<file path="src/rtl/core/iplpm_ram.sv">
// generic single write port, single read port ram with registered read data
// no dependencies
`default_nettype none

module iplpm_ram #(
    parameter int WIDTH = 8,
    parameter int DEPTH = 16
) (
    input  wire logic                                          i_clk,
    input  wire logic                                          i_wr_en,
    input  wire logic [((DEPTH > 1) ? $clog2(DEPTH) : 1)-1:0] i_wr_addr,
    input  wire logic [WIDTH-1:0]                              i_wr_data,
    input  wire logic                                          i_rd_en,
    input  wire logic [((DEPTH > 1) ? $clog2(DEPTH) : 1)-1:0] i_rd_addr,
    output logic      [WIDTH-1:0]                              o_rd_data
);

    logic [WIDTH-1:0] r_mem [DEPTH];

    always_ff @(posedge i_clk) begin
        if (i_wr_en) begin
            r_mem[i_wr_addr] <= i_wr_data;
        end
        if (i_rd_en) begin
            o_rd_data <= r_mem[i_rd_addr];
        end
    end

endmodule

`default_nettype wire

</file>
<file path="config.mk">
export PLATFORM = sky130hd
export DESIGN_NAME = iplpm_ram
export DESIGN_NICKNAME = d
export VERILOG_FILES = /design/src/rtl/core/iplpm_ram.sv
export SDC_FILE = /design/constraint.sdc
export NUM_CORES = 1
export LEC_CHECK = 0
export BUFFER_PORTS_ARGS = -buffer_cell sky130_fd_sc_hd__buf_2
export CAP_MARGIN = 20
export CORE_ASPECT_RATIO = 0.9
export CORE_UTILIZATION = 45
export CTS_CLUSTER_SIZE = 8
export DETAILED_ROUTE_END_ITERATION = 10
export PLACE_DENSITY = 0.6
export SKIP_LAST_GASP = 1
export SYNTH_ARGS = -nofsm -noshare
export SYNTH_HDL_FRONTEND = slang
export SYNTH_SLANG_ARGS = --single-unit
export TNS_END_PERCENT = 50
</file>
<file path="constraint.sdc">
create_clock -name i_clk -period 3.3 [get_ports i_clk]
set_input_delay 0.495 -clock i_clk [delete_from_list [all_inputs] [get_ports i_clk]]
set_output_delay 0.495 -clock i_clk [all_outputs]
set_load 0.05 [all_outputs]
</file>
==> impl_metrics.ini <==
[pwr]
ir_drop_uv = 485
p_seq_share_pct = 51.0
power_density_mw_per_mm2 = 635
power_switching_mw = 0.748
power_mw = 3.84
p_leak_nw = 2.01
swShare_pct = 19.5
p_int_mw = 3.09
pwr-share-clk_pct = 43.8
p_comb_share_pct = 5.2

[die]
die_w_um = 116
start_util_pct = 47.2
pin_count = 27
dieHeight_um = 104
core_mm2 = 0.0111
dieArea_mm2 = 0.0121
core.rowCount = 36

[route]
vias = 2378
ant_nets = 0
first_pass_iters = 4
initialDrtViolationCount = 132
route.detailed.drc = 0
routed_wl_mm = 9.56
vias_per_cell = 5.50
post_drt_wl_per_cell_um = 22.1

[clock_tree]
root_buffer = clkbuf_16
insertion_delay_ps = 410
clk_pin_slew_ps = 50
clkSinkCount = 136
h-tree-depth = 4
cts_setup_buffers = 0
clockBufferDepth = 2
cts_buffers = 17
ctsHoldBuffers = 0
ctsResizeCount = 0
cts_tree = done

[synthesis]
yosysTopAreaCellShare_pct = 78.1
ys_seq_area_share_pct = 78.1
synth_simple_gate_area_share_pct = 3.14
syn_avg_cell_area_um2 = 22.8
synthXorXnorAreaFrac_pct = 0
synth_area_mm2 = 0.00523
synthFlopType = edfxtp_1
synth_edf_count = 136
ys_seq_elements = 136
yosysWarningCount = 0
yosysMostFrequentCell = edfxtp_1
synth_compound_gate_area_share_pct = 2.30
synth.distinct_cells = 18
async_flop_share_pct = 0
synth_top_family_by_area = multiplexers
synthesis.nets = 248
syn_inst = 229
ys_top_cells_by_count = 136 x edfxtp_1, 18 x mux4_2, 16 x a22oi_1
yosys.area_share.adder_pct = 0
synth_mux_area_share_pct = 14.8
ys_top_cells_by_area = edfxtp_1 78%, mux4_2 7.8%, mux4_1 7.0%
yosysTopAreaCell = edfxtp_1

[sta]
clock.fmax_mhz = 536
skew_ps = 4.98
tightest_slew_ps = 959
slew_viol_final = 0
min_period_ps = 1870
max_slew_margin_pct = 35.8
rsz0062_at_grt = no
tns_ps = 0
setup_viol = 0
finalCritPeriodShare_pct = 56.6
hold_violations = 0

[worst_setup_path]
worstSetupStartpointType = primary input
path_cells = buf_2 > buf_12 > mux4_1 > a22oi_1 > nand2_1
cp_max_fo = 23
ff2ff_setup_slack_ps = 1780
cp.arrival_ps = 2020
end_kind = flip-flop
cpPeakStageDelay_ps = 610
worst_ep_required_time_ps = 3450
slowest_stage = mux4_1
path_class = in -> reg
crit_family = multiplexers
critical_path_buf_inv_count = 2

[placement]
place_congestion = 0.668
hpwl_mm = 6.02
portBuffers = 26

[grt]
grt_use_total_pct = 18.1
gr-total-overflow = 0
grt_max_degree = 24
grt_pass1_vias = 2448
antenna_found_initial = 0
grt_pass1_wl_mm = 14.7

[finish]
drive_above_1_share_pct = 26.4
syn2layout_area_growth_pct = 15.8
n_antenna_cell = 0
final_nets = 291

[worst_hold_path]
hold_path_class = in -> reg

[flow_run]
drv_cap = 0

[run_status]
outcome = completed
## flip-flops by register name (all words and copies together) (netlist names)
register	cells
r_mem	128
o_rd_data	8
## kinds of logic after synthesis
| group | after synthesis |
|---|---|
| mux | 32 |
| flops | 136 |
| simple gates | 35 |
| compound gates | 16 |
| buf+inv | 10 |
## final timing paths
path / startpoint / to / cells past startpoint
worst max register to register: r_mem[11][7] / o_rd_data[7] / 3
worst min register to register: r_mem[12][2] / o_rd_data[2] / 3
worst max-delay path: i_rd_addr[0] / o_rd_data[2] / 5
worst min-delay path: i_rd_en / o_rd_data[4] / 1
## layout make-up
type,instances,area (µm²)
Multi-Input combinational cell,83,1060
Fill cell,872,5030
Clock buffer,19,433
Sequential cell,136,4080
Tap cell,152,190
Timing Repair Buffer,34,203
Clock inverter,8,85.1
## cell usage in the layout, fill, tap and decap left out, types with 2 or more instances in the layout
| cell | netlist | layout |
|---|---|---|
| nand2_1 | 9 | 9 |
| clkbuf_1 | 0 | 2 |
| nor2_1 | 13 | 13 |
| a22oi_1 | 16 | 16 |
| mux4_2 | 18 | 18 |
| buf_2 | 3 | 26 |
| clkinv_1 | 0 | 4 |
| nor3_1 | 4 | 4 |
| mux4_1 | 14 | 14 |
| edfxtp_1 | 136 | 136 |
| clkbuf_16 | 0 | 17 |
| nand2b_1 | 2 | 2 |
| bufinv_16 | 0 | 2 |
| buf_4 | 1 | 7 |
| clkinv_2 | 0 | 2 |
| nand3b_1 | 2 | 2 |
## layer usage
metal / share of wire, % / track usage, %
met5: 0 / 0
met4: 0.73 / 6.04
met3: 5.2 / 6.18
met2: 48 / 26.3
met1: 46 / 25.9
## metrics by stage
stage          hold slack [ps]  cell area (µm²)  cells  setup slack, ps  util (%)
2_1_floorplan              594             5230    229             1310         -
3_3_place_gp               733             5530    405              953      49.9
3_5_place_dp               751             5530    405              956      49.9
4_1_cts                    447             6050    432             1390      54.6
5_1_grt                    454             6050    432             1320      54.6
6_report                   464             6050    432             1430      54.6
## power groups by stage
stage / sequential, mW / combinational, mW / clock [mW]
after detailed placement: 1.99 / 0.202 / 0
after CTS: 1.96 / 0.202 / 1.71
final: 1.96 / 0.198 / 1.68
after floorplan: 2.02 / 0.0982 / 0
after global placement: 1.99 / 0.199 / 0
after global routing: 1.96 / 0.216 / 1.78
No activity file was read; power rests on OpenSTA's default activity.
