[src/rtl/core/iplpm_pkg.sv]
// shared types and constants of the longest prefix match rule table
// no dependencies; used by the interfaces, the match unit and the top level
`default_nettype none

package iplpm_pkg;

    localparam int TABLE_DEPTH = 64;
    localparam int POLICY_BITS = 16;

    localparam int IDX_W  = (TABLE_DEPTH > 1) ? $clog2(TABLE_DEPTH) : 1;
    localparam int CNT_W  = $clog2(TABLE_DEPTH + 1);
    localparam int ADDR_W = 128;
    localparam int HALF_W = 64;
    localparam int LEN_W  = 8;
    localparam int POL_W  = 16;
    localparam int STS_W  = 2;

    localparam logic [LEN_W-1:0] V4_MAX_LEN = 8'd32;
    localparam logic [LEN_W-1:0] V6_MAX_LEN = 8'd128;

    localparam logic MODE_INSERT = 1'b0;
    localparam logic MODE_LOOKUP = 1'b1;
    localparam logic FAM_V4      = 1'b0;
    localparam logic FAM_V6      = 1'b1;

    typedef logic [POLICY_BITS-1:0] t_policy;
    typedef logic [POL_W-1:0]       t_pol_out;
    typedef logic [LEN_W-1:0]       t_len;
    typedef logic [IDX_W-1:0]       t_idx;
    typedef logic [CNT_W-1:0]       t_cnt;

    typedef enum logic [STS_W-1:0] {
        STS_DONE       = 2'd0,
        STS_BAD_PREFIX = 2'd1,
        STS_FULL       = 2'd2
    } t_status;

    typedef struct packed {
        logic              family;
        logic [HALF_W-1:0] net_hi;
        logic [HALF_W-1:0] net_lo;
        t_len              len;
        t_policy           policy;
    } t_rule;

    localparam int RULE_W = $bits(t_rule);

endpackage

`default_nettype wire

[src/rtl/core/iplpm_match.sv]
// prefix compare unit: tests the leading len bits of an address against a rule network
// depends on iplpm_pkg
`default_nettype none

module iplpm_match (
    input  wire logic [iplpm_pkg::ADDR_W-1:0] i_addr,
    input  wire logic [iplpm_pkg::ADDR_W-1:0] i_net,
    input  wire iplpm_pkg::t_len              i_len,
    output logic                              o_match
);

    logic [iplpm_pkg::ADDR_W-1:0] mask;

    // bit k from the top is compared when k is below the prefix length
    always_comb begin
        for (int k = 0; k < iplpm_pkg::ADDR_W; k++) begin
            mask[iplpm_pkg::ADDR_W-1-k] = (iplpm_pkg::LEN_W'(k) < i_len);
        end
    end

    assign o_match = ((i_addr ^ i_net) & mask) == '0;

endmodule

`default_nettype wire

[config.mk]
export PLATFORM = sky130hd
export DESIGN_NAME = iplpm_match
export DESIGN_NICKNAME = d
export VERILOG_FILES = /design/src/rtl/core/iplpm_pkg.sv /design/src/rtl/core/iplpm_match.sv
export SDC_FILE = /design/constraint.sdc
export NUM_CORES = 1
export LEC_CHECK = 0
export ABC_AREA = 1
export BUFFER_PORTS_ARGS = -buffer_cell sky130_fd_sc_hd__buf_2
export CORE_AREA = 2 2 103 105
export DETAILED_ROUTE_END_ITERATION = 8
export DIE_AREA = 0 0 105 107
export PLACE_DENSITY = 0.63
export SLEW_MARGIN = 40
export SYNTH_ARGS = -nofsm -noshare
export SYNTH_HDL_FRONTEND = slang
export SYNTH_SLANG_ARGS = --single-unit
export TNS_END_PERCENT = 100
[constraint.sdc]
create_clock -name vclk -period 2
set_input_delay 0.1 -clock vclk [all_inputs]
set_output_delay 0.1 -clock vclk [all_outputs]
set_load 0.01 [all_outputs]
==> impl_metrics.prom, run 1 <==
# TYPE chip_impl_metric gauge
chip_impl_metric{name="worst_path_largest_cell_delay",unit="ns"} 0.23
chip_impl_metric{name="drcViolationCount",unit=""} 0
chip_impl_info{name="cp_cell_sequence",value="buf_2 -> inv_2 -> nand2_2 -> nor2_2 -> buf_4 -> a21oi_1 -> nor2_1 -> nand2_1 -> nor2_1 -> nand2_1 -> nor2_1 -> nand2_1 -> nor2_1 -> buf_2"} 1
chip_impl_metric{name="sequentialPowerShare",unit=""} 0
chip_impl_metric{name="timing.slew.headroom",unit=""} 0.582
chip_impl_metric{name="global_route_wire_length_before_repair",unit="um"} 19200
chip_impl_metric{name="route.vias.total",unit=""} 4438
chip_impl_metric{name="critPathRequiredTime",unit="ns"} 1.90
chip_impl_metric{name="postSynthNetCount",unit=""} 821
chip_impl_metric{name="power_report.internal_total",unit="uW"} 479
chip_impl_metric{name="globalRoute.totalOverflow",unit=""} 0
chip_impl_metric{name="p_leak",unit="nW"} 2.54
chip_impl_metric{name="tightest_slew",unit="ns"} 0.627
chip_impl_metric{name="max-cap-violations",unit=""} 0
chip_impl_metric{name="design.die.area",unit="um2"} 11200
chip_impl_metric{name="post_syn_instances",unit=""} 557
chip_impl_info{name="critical_path.top_delay_family",value="simple AND/OR/NAND/NOR gates"} 1
chip_impl_info{name="critPathSlowestCell",value="nor2_2"} 1
chip_impl_metric{name="seqCellArea",unit="um2"} 0
chip_impl_info{name="rsz0062_at_grt",value="no"} 1
chip_impl_metric{name="number_of_antenna_violations_at_the_first_check_in_global_routing",unit=""} 1
chip_impl_info{name="layout.cells.most_common",value="buf_2"} 1
chip_impl_metric{name="worstPathArrival",unit="ns"} 1.79
chip_impl_info{name="hold_class",value="input port to output pin"} 1
chip_impl_metric{name="wl_met1",unit="um"} 5460
chip_impl_metric{name="met2WireLength",unit="um"} 6540
chip_impl_metric{name="power.switching",unit="uW"} 506
chip_impl_info{name="dr.max_layer_used",value="met5"} 1
chip_impl_metric{name="rows",unit=""} 37
chip_impl_metric{name="maxClockFrequency",unit="MHz"} 530
chip_impl_metric{name="min_period_over_period",unit=""} 0.944
chip_impl_metric{name="powerDensity",unit="nW/um2"} 209
chip_impl_metric{name="violation_count_after_the_first_detailed_routing_iteration",unit=""} 239
chip_impl_metric{name="synthDominantCellAreaShare",unit=""} 0.321
chip_impl_metric{name="drt-wirelength-per-cell",unit="um"} 13.3
chip_impl_metric{name="pwr-share-clk",unit=""} 0
chip_impl_metric{name="critical_path_buf_inv_count",unit=""} 4
chip_impl_info{name="yosys.area.top_type",value="xor2_1"} 1
chip_impl_metric{name="finalWeightedCongestion",unit=""} 0.854
chip_impl_info{name="layout.cells.most_common_list",value="265 x buf_2, 186 x nand2_1, 112 x xor2_1"} 1
chip_impl_metric{name="power.ir.vdd_worst",unit="V"} 0.0000759
chip_impl_metric{name="combinational_share_of_power",unit=""} 1.000
chip_impl_metric{name="drt.antenna.violating_nets",unit=""} 0
chip_impl_metric{name="final.clkbuf_count",unit=""} 0
chip_impl_metric{name="synth_cell_types",unit=""} 24
chip_impl_metric{name="timing_max_transition_violations_final",unit=""} 0
chip_impl_metric{name="cp_max_fanout",unit=""} 8
chip_impl_metric{name="avgViaCountPerCell",unit=""} 4.56
chip_impl_metric{name="synth.yosys.warnings",unit=""} 0
chip_impl_metric{name="timing.final.setup_violations",unit=""} 0
chip_impl_info{name="status",value="completed"} 1
chip_impl_metric{name="synthToLayoutAreaGrowth",unit="%"} 54.4
chip_impl_metric{name="cts.hold.buffers_added",unit=""} 0
chip_impl_metric{name="die_height",unit="um"} 107
chip_impl_metric{name="finalHoldViolations",unit=""} 0
chip_impl_metric{name="post_layout_power",unit="uW"} 985
chip_impl_metric{name="global_route.usage.total",unit=""} 0.212
chip_impl_metric{name="nFlopsAndLatches",unit=""} 0
chip_impl_info{name="ys_top_cells_by_area",value="xor2_1 32%, nand2_1 23%, nand3_1 15%"} 1
chip_impl_metric{name="firstDrtPassIters",unit=""} 5
chip_impl_metric{name="first_global_vias",unit=""} 3982
chip_impl_info{name="hold_crit_start",value="i_net[11]"} 1
chip_impl_info{name="critPathLaunchType",value="input port"} 1
chip_impl_metric{name="grt_start_max_net_pins",unit=""} 20
chip_impl_metric{name="floorplan.core_area",unit="um2"} 10100
chip_impl_info{name="critical_path.startpoint",value="i_len[3]"} 1
chip_impl_metric{name="initial_utilization",unit=""} 0.303
chip_impl_metric{name="synth.yosys.seq_area_share",unit=""} 0
chip_impl_metric{name="final_nets",unit=""} 1103
chip_impl_metric{name="met3_length",unit="um"} 898
chip_impl_metric{name="postSynthAreaPerCell",unit="um2"} 5.48
chip_impl_metric{name="floorplan.io_pins",unit=""} 265
chip_impl_metric{name="nFillCells",unit=""} 1165
chip_impl_metric{name="number_of_buffer_cells_added_on_primary_ports",unit=""} 265
chip_impl_metric{name="die_x",unit="um"} 105
chip_impl_info{name="worst_setup_path_end_kind",value="output pin"} 1
chip_impl_info{name="cpMostUsedCell",value="nor2_1"} 1
chip_impl_metric{name="layout_cell_share_with_drive_strength_beyond_1",unit=""} 0.392
chip_impl_info{name="critPathKind",value="input port to output pin"} 1
chip_impl_metric{name="syn_area",unit="um2"} 3050
chip_impl_metric{name="final_core_util",unit=""} 0.467
chip_impl_metric{name="detail_route.wirelength",unit="um"} 13000
chip_impl_metric{name="post-dp-hpwl",unit="um"} 11100
chip_impl_metric{name="power.share.switching",unit=""} 0.514
chip_impl_metric{name="multiInputGateArea",unit="um2"} 2870
chip_impl_metric{name="antenna_cells_inserted",unit=""} 0
chip_impl_metric{name="finalSetupTns",unit="ns"} 0
chip_impl_metric{name="timing.final.crit_period",unit="ns"} 1.89
## cell families after synthesis
family,after synthesis,share of synthesized area
buf+inv,40,0.0705
simple gates,363,0.519
compound gates,29,0.0524
xor+xnor,125,0.358
## worst paths after layout
path,endpoint,cells past startpoint
setup / recovery,o_match,14
hold / removal,o_match,10
## cell usage after synthesis (all sizes together)
cell,number
a21o,1
a21oi,14
a22oi,1
buf,16
clkbuf,1
inv,23
nand2,193
nand3,93
nand4,12
nor2,63
o21a,1
o21ai,12
or2,2
xnor2,13
xor2,112
## power groups by stage
stage          registers (mW)  clock network, mW  logic [mW]
2_1_floorplan               0                  0       0.507
3_3_place_gp                0                  0       0.971
3_5_place_dp                0                  0       0.969
4_1_cts                     0                  0       0.975
5_1_grt                     0                  0        1.10
6_report                    0                  0       0.985
## through the flow
stage | std cells | hold WS (ns) | setup WS (ns) | instance area, um2
after floorplan | 557 | 0.590 | 0.503 | 3050
after global placement | 967 | 0.937 | 0.0869 | 4620
after detailed placement | 967 | 0.924 | 0.0957 | 4620
after CTS | 967 | 0.928 | 0.0879 | 4620
after global routing | 973 | 0.974 | 0.00271 | 4710
final | 973 | 0.934 | 0.112 | 4710
## timing repair
action | in CTS | in global routing
resized for setup | 0 | 8
setup buffers | 0 | 5
endpoints found under the setup margin | 0 | 1
## layer usage
metal  vias up  global-route usage
li1       2348                   -
met1      1898               0.265
met2       184               0.411
met3         6              0.0213
met4         2             0.00762
met5         -                   0
## cell type report
class	count	share of cell area
Multi-Input combinational cell	518	0.609
Timing Repair Buffer	296	0.336
Inverter	23	0.0191
Tap cell	136	0.0361
Power figures use the tool's default switching activity.
==> inputs of run 2 (changes only) <==
- MAX_ROUTING_LAYER: default -> met4
- PLACE_DENSITY: 0.63 -> 0.66
- SETUP_SLACK_MARGIN: default -> 0.15
- clock period: 2 -> 1.57 ns (I/O delays scaled with it)
==> run 2 against run 1 <==
  * The run now ends with negative setup slack left
  * Hold slack got worse by 0.037 ns
  * Worst setup slack worse by 0.31 ns
  * Core utilization is 7.4 points higher
  * First-iteration DRC count decreased by 13%
  * Total power is 45% higher
  * Critical path depth up 2
  * Routed wire length is 4.3% higher
  * Sequential share of layout area stayed put
  * Cell count increased by 5.3%
  * Die area unchanged
  * Sequential cell count is the same
  * Largest power group unchanged
==> impl_metrics.prom, run 2 (synthesized netlist as in run 1, its figures left out) <==
# TYPE chip_impl_metric gauge
chip_impl_metric{name="p_leak",unit="nW"} 2.91
chip_impl_metric{name="worst_path_largest_cell_delay",unit="ns"} 0.15
chip_impl_info{name="cp_cell_sequence",value="buf_8 -> inv_6 -> nand2_4 -> buf_6 -> nor2_4 -> buf_12 -> buf_6 -> nand2_1 -> nand3_1 -> nand4_1 -> nor2_1 -> nand2_1 -> nor2_2 -> nand2_1 -> nor2_2 -> buf_2"} 1
chip_impl_metric{name="route.vias.total",unit=""} 4711
chip_impl_metric{name="drt-wirelength-per-cell",unit="um"} 13.2
chip_impl_metric{name="final_nets",unit=""} 1154
chip_impl_metric{name="initial_utilization",unit=""} 0.303
chip_impl_metric{name="maxClockFrequency",unit="MHz"} 564
chip_impl_metric{name="timing.final.ws_setup",unit="ns"} -0.202
chip_impl_info{name="hold_crit_start",value="i_net[31]"} 1
chip_impl_metric{name="drt.antenna.violating_nets",unit=""} 0
chip_impl_metric{name="floorplan.io_pins",unit=""} 265
chip_impl_info{name="critical_path.top_delay_family",value="simple AND/OR/NAND/NOR gates"} 1
chip_impl_metric{name="design.die.area",unit="um2"} 11200
chip_impl_metric{name="timing.final.crit_period",unit="ns"} 1.77
chip_impl_metric{name="path_length_in_cells_of_the_critical_path",unit=""} 16
chip_impl_metric{name="floorplan.core_area",unit="um2"} 10100
chip_impl_metric{name="number_of_antenna_violations_at_the_first_check_in_global_routing",unit=""} 0
chip_impl_info{name="critPathLaunchType",value="input port"} 1
chip_impl_metric{name="globalRoute.totalOverflow",unit=""} 0
chip_impl_metric{name="timing.final.setup_violations",unit=""} 1
chip_impl_metric{name="post_layout_power",unit="mW"} 1.43
chip_impl_metric{name="grt_start_max_net_pins",unit=""} 17
chip_impl_metric{name="post-dp-hpwl",unit="um"} 11400
chip_impl_metric{name="finalSetupTns",unit="ns"} -0.202
chip_impl_metric{name="critical_path_buf_inv_count",unit=""} 6
chip_impl_metric{name="synthToLayoutAreaGrowth",unit="%"} 78.9
chip_impl_metric{name="avgViaCountPerCell",unit=""} 4.60
chip_impl_metric{name="global_route_wire_length_before_repair",unit="um"} 20700
chip_impl_info{name="status",value="complete, but fails checks"} 1
chip_impl_metric{name="timing.slew.headroom",unit=""} 0.713
chip_impl_info{name="layout.cells.most_common",value="buf_2"} 1
chip_impl_metric{name="powerDensity",unit="nW/um2"} 261
chip_impl_metric{name="finalHoldViolations",unit=""} 0
chip_impl_metric{name="cp_max_fanout",unit=""} 8
chip_impl_metric{name="finalWeightedCongestion",unit=""} 0.889
chip_impl_metric{name="drcViolationCount",unit=""} 0
chip_impl_metric{name="multiInputGateArea",unit="um2"} 2970
chip_impl_metric{name="nFlopsAndLatches",unit=""} 0
chip_impl_info{name="critPathKind",value="input port to output pin"} 1
chip_impl_metric{name="first_global_vias",unit=""} 4437
chip_impl_metric{name="number_of_buffer_cells_added_on_primary_ports",unit=""} 265
chip_impl_metric{name="seqCellArea",unit="um2"} 0
chip_impl_info{name="layout.cells.most_common_list",value="257 x buf_2, 179 x nand2_1, 112 x xor2_1"} 1
chip_impl_metric{name="tightest_slew",unit="ns"} 0.428
chip_impl_metric{name="final.clkbuf_count",unit=""} 0
chip_impl_metric{name="violation_count_after_the_first_detailed_routing_iteration",unit=""} 209
chip_impl_metric{name="max-cap-violations",unit=""} 0
chip_impl_info{name="hold_class",value="input port to output pin"} 1
chip_impl_info{name="worst_setup_path_end_kind",value="output pin"} 1
chip_impl_info{name="timing.critical_path.to",value="o_match"} 1
chip_impl_metric{name="finalInstanceArea",unit="um2"} 5460
chip_impl_metric{name="cell_area_placed",unit="um2"} 5040
chip_impl_info{name="critical_path.startpoint",value="i_len[5]"} 1
chip_impl_info{name="rsz0062_at_grt",value="yes"} 1
chip_impl_metric{name="global_route.usage.total",unit=""} 0.233
chip_impl_info{name="cpMostUsedCell",value="nand2_1"} 1
chip_impl_metric{name="min_period_over_period",unit=""} 1.13
chip_impl_metric{name="rows",unit=""} 37
chip_impl_metric{name="die_x",unit="um"} 105
chip_impl_metric{name="firstDrtPassIters",unit=""} 5
chip_impl_metric{name="die_height",unit="um"} 107
chip_impl_metric{name="hold_slack",unit="ns"} 0.898
chip_impl_metric{name="power.ir.vdd_worst",unit="V"} 0.0000958
chip_impl_metric{name="worstPathArrival",unit="ns"} 1.69
chip_impl_metric{name="timing_max_transition_violations_final",unit=""} 0
chip_impl_metric{name="layout_cell_share_with_drive_strength_beyond_1",unit=""} 0.454
chip_impl_info{name="violations",value="negative setup slack"} 1
chip_impl_metric{name="nFillCells",unit=""} 1068
chip_impl_metric{name="critPathRequiredTime",unit="ns"} 1.49
chip_impl_info{name="critPathSlowestCell",value="nor2_4"} 1
chip_impl_metric{name="detail_route.wirelength",unit="um"} 13500
-- run 2: cell count changes in the layout (fill, tap and decap cells not counted), moves of 4 or more --
cell / previous run / this run
buf_4: 29 / 61
buf_2: 265 / 257
buf_6: 0 / 16
inv_1: 16 / 11
buf_12: 2 / 7
nand2_1: 186 / 179
nand3_2: 0 / 8
nand2_4: 1 / 5
nand3_1: 93 / 85
-- run 2: where the power goes --
group          switching, mW  internal, mW
logic                  0.691         0.734
registers                  0             0
clock network              0  0.0000000852
total                  0.691         0.734
-- run 2: how the worst min path moves through the flow --
| stage | slack (ns) | cells past startpoint | endpoint |
|---|---|---|---|
| final | 0.90 | 10 | o_match |
| after global routing | 0.97 | 10 | o_match |
| after CTS | 0.90 | 12 | o_match |
| after detailed placement | 0.90 | 12 | o_match |
| after global placement | 0.91 | 10 | o_match |
| after floorplan | 0.55 | 9 | o_match |
-- run 2: layer usage --
layer	GRT usage	share of wire	vias up
met2	0.434	0.51	191
met4	0.0152	0.0081	0
li1	-	-	2455
met5	-	0	-
met3	0.0201	0.068	12
met1	0.287	0.42	2053
-- run 2: repair_timing --
item,CTS,global route
cloned,2,2
endpoints found under the setup margin,1,1
hold buffers,0,0
resized for setup,62,16
buffers inserted,8,1
pin swaps,26,15
-- run 2: stage by stage --
stage | instances | worst slack [ns] | util
2_1_floorplan | 557 | 0.151 | -
3_3_place_gp | 1011 | -0.318 | 0.499
3_5_place_dp | 1011 | -0.296 | 0.499
4_1_cts | 1021 | -0.138 | 0.530
5_1_grt | 1024 | -0.276 | 0.541
6_report | 1025 | -0.202 | 0.541
-- run 2: layout make-up --
type | instances | area share
multi-input combinational | 517 | 0.544
timing repair buffer | 348 | 0.405
tap | 136 | 0.0311
inverter | 23 | 0.0195
antenna | 1 | 0.000458
==> inputs of run 3 (changes only) <==
--- a/config.mk
+++ b/config.mk
@@ -8,9 +8,11 @@
 export ABC_AREA = 1
 export BUFFER_PORTS_ARGS = -buffer_cell sky130_fd_sc_hd__buf_2
-export CORE_AREA = 2 2 103 105
+export CELL_PAD_IN_SITES_DETAIL_PLACEMENT = 1
+export CELL_PAD_IN_SITES_GLOBAL_PLACEMENT = 1
+export CORE_MARGIN = 2
+export CORE_UTILIZATION = 22
 export DETAILED_ROUTE_END_ITERATION = 8
-export DIE_AREA = 0 0 105 107
 export MAX_ROUTING_LAYER = met4
-export PLACE_DENSITY = 0.66
+export PLACE_DENSITY_LB_ADDON = 0.15
 export SETUP_SLACK_MARGIN = 0.15
 export SLEW_MARGIN = 40
==> constraint.sdc (replaced) <==
create_clock -name vclk -period 1.57
set_input_delay 0 -clock vclk [all_inputs]
set_output_delay 0 -clock vclk [all_outputs]
set_load 0.01 [all_outputs]
==> run 3 against run 2 <==
  * Critical path depth is the same
  * Cell area grew 4.2%
  * Sequential share of layout area is the same
  * Sequential cell count is the same
  * The flow still finishes with violations (negative setup slack)
  * Worst setup slack gained 0.17 ns
  * Highest routed layer unchanged
  * First-iteration DRC count shrank 22%
  * Routed wire length grew 19%
  * Global-route usage shrank 2.3 points
  * Via count grew 3.4%
  * Core utilization shrank 13 points
==> impl_metrics.prom, run 3 (synthesized netlist as in run 1, its figures left out) <==
# TYPE chip_impl_metric gauge
chip_impl_info{name="status",value="complete, but fails checks"} 1
chip_impl_info{name="violations",value="negative setup slack"} 1
chip_impl_metric{name="timing.final.crit_period",unit="ns"} 1.60
chip_impl_metric{name="nFillCells",unit=""} 1870
chip_impl_metric{name="number_of_antenna_violations_at_the_first_check_in_global_routing",unit=""} 0
chip_impl_info{name="critical_path.top_delay_family",value="simple AND/OR/NAND/NOR gates"} 1
chip_impl_metric{name="antenna_cells_inserted",unit=""} 0
chip_impl_metric{name="violation_count_after_the_first_detailed_routing_iteration",unit=""} 163
chip_impl_metric{name="post-dp-hpwl",unit="um"} 13400
chip_impl_metric{name="grt.met3_usage",unit=""} 0.0159
chip_impl_metric{name="number_of_buffer_cells_added_on_primary_ports",unit=""} 265
chip_impl_metric{name="first_global_vias",unit=""} 5083
chip_impl_metric{name="power_report.internal_total",unit="uW"} 776
chip_impl_metric{name="floorplan.io_pins",unit=""} 265
chip_impl_metric{name="cell_area_placed",unit="um2"} 5150
chip_impl_info{name="cp_cell_sequence",value="buf_12 -> nor2_4 -> buf_6 -> buf_12 -> buf_4 -> nand3_1 -> nand2_1 -> nand2_1 -> nor2_1 -> nand3_1 -> nand2_1 -> nand2_2 -> nor2_4 -> nand2_2 -> nor2_2 -> buf_2"} 1
chip_impl_metric{name="drt.antenna.violating_nets",unit=""} 0
chip_impl_metric{name="p_leak",unit="nW"} 2.96
chip_impl_info{name="gr-max-usage-layer",value="met2"} 1
chip_impl_metric{name="final_core_util",unit=""} 0.415
chip_impl_metric{name="drcViolationCount",unit=""} 0
chip_impl_metric{name="worst_path_largest_cell_delay",unit="ns"} 0.15
chip_impl_info{name="layout.cells.most_common",value="buf_2"} 1
chip_impl_metric{name="route.vias.total",unit=""} 4869
chip_impl_metric{name="finalInstanceArea",unit="um2"} 5690
chip_impl_info{name="worst_setup_path_end_kind",value="output pin"} 1
chip_impl_metric{name="cts.hold.buffers_added",unit=""} 0
chip_impl_metric{name="seqCellArea",unit="um2"} 0
chip_impl_info{name="cpMostUsedCell",value="nand2_1"} 1
chip_impl_metric{name="hold_slack",unit="ns"} 0.756
chip_impl_info{name="layout.cells.most_common_list",value="258 x buf_2, 170 x nand2_1, 112 x xor2_1"} 1
chip_impl_metric{name="maxClockFrequency",unit="MHz"} 624
chip_impl_metric{name="final_cell_count_no_fill",unit=""} 1069
chip_impl_metric{name="critical_path_buf_inv_count",unit=""} 5
chip_impl_metric{name="timing.final.ws_setup",unit="ns"} -0.0331
chip_impl_metric{name="finalWeightedCongestion",unit=""} 0.886
chip_impl_metric{name="timing.slew.headroom",unit=""} 0.730
chip_impl_metric{name="avgViaCountPerCell",unit=""} 4.55
chip_impl_metric{name="placed_cells",unit=""} 1051
chip_impl_metric{name="firstDrtPassIters",unit=""} 4
chip_impl_metric{name="pwr-share-clk",unit=""} 0
chip_impl_metric{name="max-cap-violations",unit=""} 0
chip_impl_metric{name="dpl_worst_slack",unit="ns"} -0.114
chip_impl_metric{name="post_layout_power",unit="mW"} 1.53
chip_impl_metric{name="final.clkbuf_count",unit=""} 0
chip_impl_metric{name="critPathRequiredTime",unit="ns"} 1.57
chip_impl_metric{name="floorplan.core_area",unit="um2"} 13700
chip_impl_info{name="hold_class",value="input port to output pin"} 1
chip_impl_metric{name="worstPathArrival",unit="ns"} 1.60
chip_impl_metric{name="rows",unit=""} 43
chip_impl_metric{name="drt-wirelength-per-cell",unit="um"} 15.1
chip_impl_metric{name="use_met1",unit=""} 0.251
chip_impl_metric{name="layout_cell_share_with_drive_strength_beyond_1",unit=""} 0.470
chip_impl_metric{name="grt_start_max_net_pins",unit=""} 17
chip_impl_info{name="critPathSlowestCell",value="buf_2"} 1
chip_impl_metric{name="timing_max_transition_violations_final",unit=""} 0
chip_impl_metric{name="die_height",unit="um"} 122
chip_impl_metric{name="global_route.usage.total",unit=""} 0.210
chip_impl_info{name="rsz0062_at_grt",value="yes"} 1
chip_impl_metric{name="cp_max_fanout",unit=""} 8
chip_impl_metric{name="die_x",unit="um"} 122
chip_impl_metric{name="tightest_slew",unit="ns"} 0.403
chip_impl_metric{name="globalRoute.totalOverflow",unit=""} 0
chip_impl_metric{name="hold_path_depth",unit=""} 12
chip_impl_metric{name="combinational_share_of_power",unit=""} 1.000
chip_impl_metric{name="synthToLayoutAreaGrowth",unit="%"} 86.4
chip_impl_metric{name="finalSetupTns",unit="ns"} -0.0331
chip_impl_metric{name="power.switching",unit="uW"} 752
chip_impl_metric{name="gr-usage-met2",unit=""} 0.398
chip_impl_metric{name="power.ir.vdd_worst",unit="V"} 0.0000727
chip_impl_metric{name="finalHoldViolations",unit=""} 0
chip_impl_metric{name="initial_utilization",unit=""} 0.223
chip_impl_metric{name="timing.final.setup_violations",unit=""} 1
chip_impl_metric{name="final_nets",unit=""} 1155
chip_impl_info{name="critPathKind",value="input port to output pin"} 1
chip_impl_metric{name="detail_route.wirelength",unit="um"} 16100
chip_impl_metric{name="nFlopsAndLatches",unit=""} 0
chip_impl_metric{name="power.share.switching",unit=""} 0.492
chip_impl_metric{name="min_period_over_period",unit=""} 1.02
chip_impl_metric{name="sequentialPowerShare",unit=""} 0
chip_impl_metric{name="global_route_wire_length_before_repair",unit="um"} 24200
chip_impl_metric{name="path_length_in_cells_of_the_critical_path",unit=""} 16
chip_impl_metric{name="powerDensity",unit="nW/um2"} 268
chip_impl_info{name="critPathLaunchType",value="input port"} 1
chip_impl_metric{name="design.die.area",unit="um2"} 14800
==> run 3: cell types whose count changed in the layout (fill, tap and decap cells not counted), moves of 3 or more <==
cell     previous run  this run
nor2_1             47        41
nand2_2             9        16
buf_4              61        57
buf_12              7        17
nor2_2              6        10
buf_6              16         9
nand2_1           179       170
o21ai_1             4         7
o21ai_0             7         2
nand3_2             8         5
==> run 3: final cells by class <==
class,count,area (um2),area share
tap,180,225,0.0396
multi-input combinational,517,3060,0.537
inverter,23,106,0.0187
timing repair buffer,349,2300,0.405
==> run 3: layer usage <==
metal	wire length [um]	vias to the layer above	part of all wire
met5	0	-	0
met4	161	0	0.010
met3	1020	12	0.063
met2	8430	176	0.52
met1	6510	2230	0.40
li1	-	2451	-
==> run 3: power groups by stage <==
| stage | combinational, mW | sequential (mW) | clock (mW) |
|---|---|---|---|
| 3_5_place_dp | 1.39 | 0 | 0 |
| 4_1_cts | 1.47 | 0 | 0 |
| 6_report | 1.53 | 0 | 0 |
| 2_1_floorplan | 0.646 | 0 | 0 |
| 5_1_grt | 1.69 | 0 | 0 |
| 3_3_place_gp | 1.36 | 0 | 0 |
==> run 3: worst paths after layout <==
kind | slack, ns | start | to
hold / removal | 0.76 | i_net[32] | o_match
setup / recovery | -0.03 | i_len[6] | o_match
==> run 3: repair_timing <==
action	CTS	global route
gates resized for setup	63	43
gates cloned	1	3
setup endpoints to repair	1	1
pin swaps	26	26
hold endpoints to repair	0	0
buffers inserted	10	4
==> run 3: tightest hold or removal path: cells and delay by family <==
kind                   cells  cell delay, ns
buffers and inverters      3            0.26
and+or+nand+nor            9            0.49
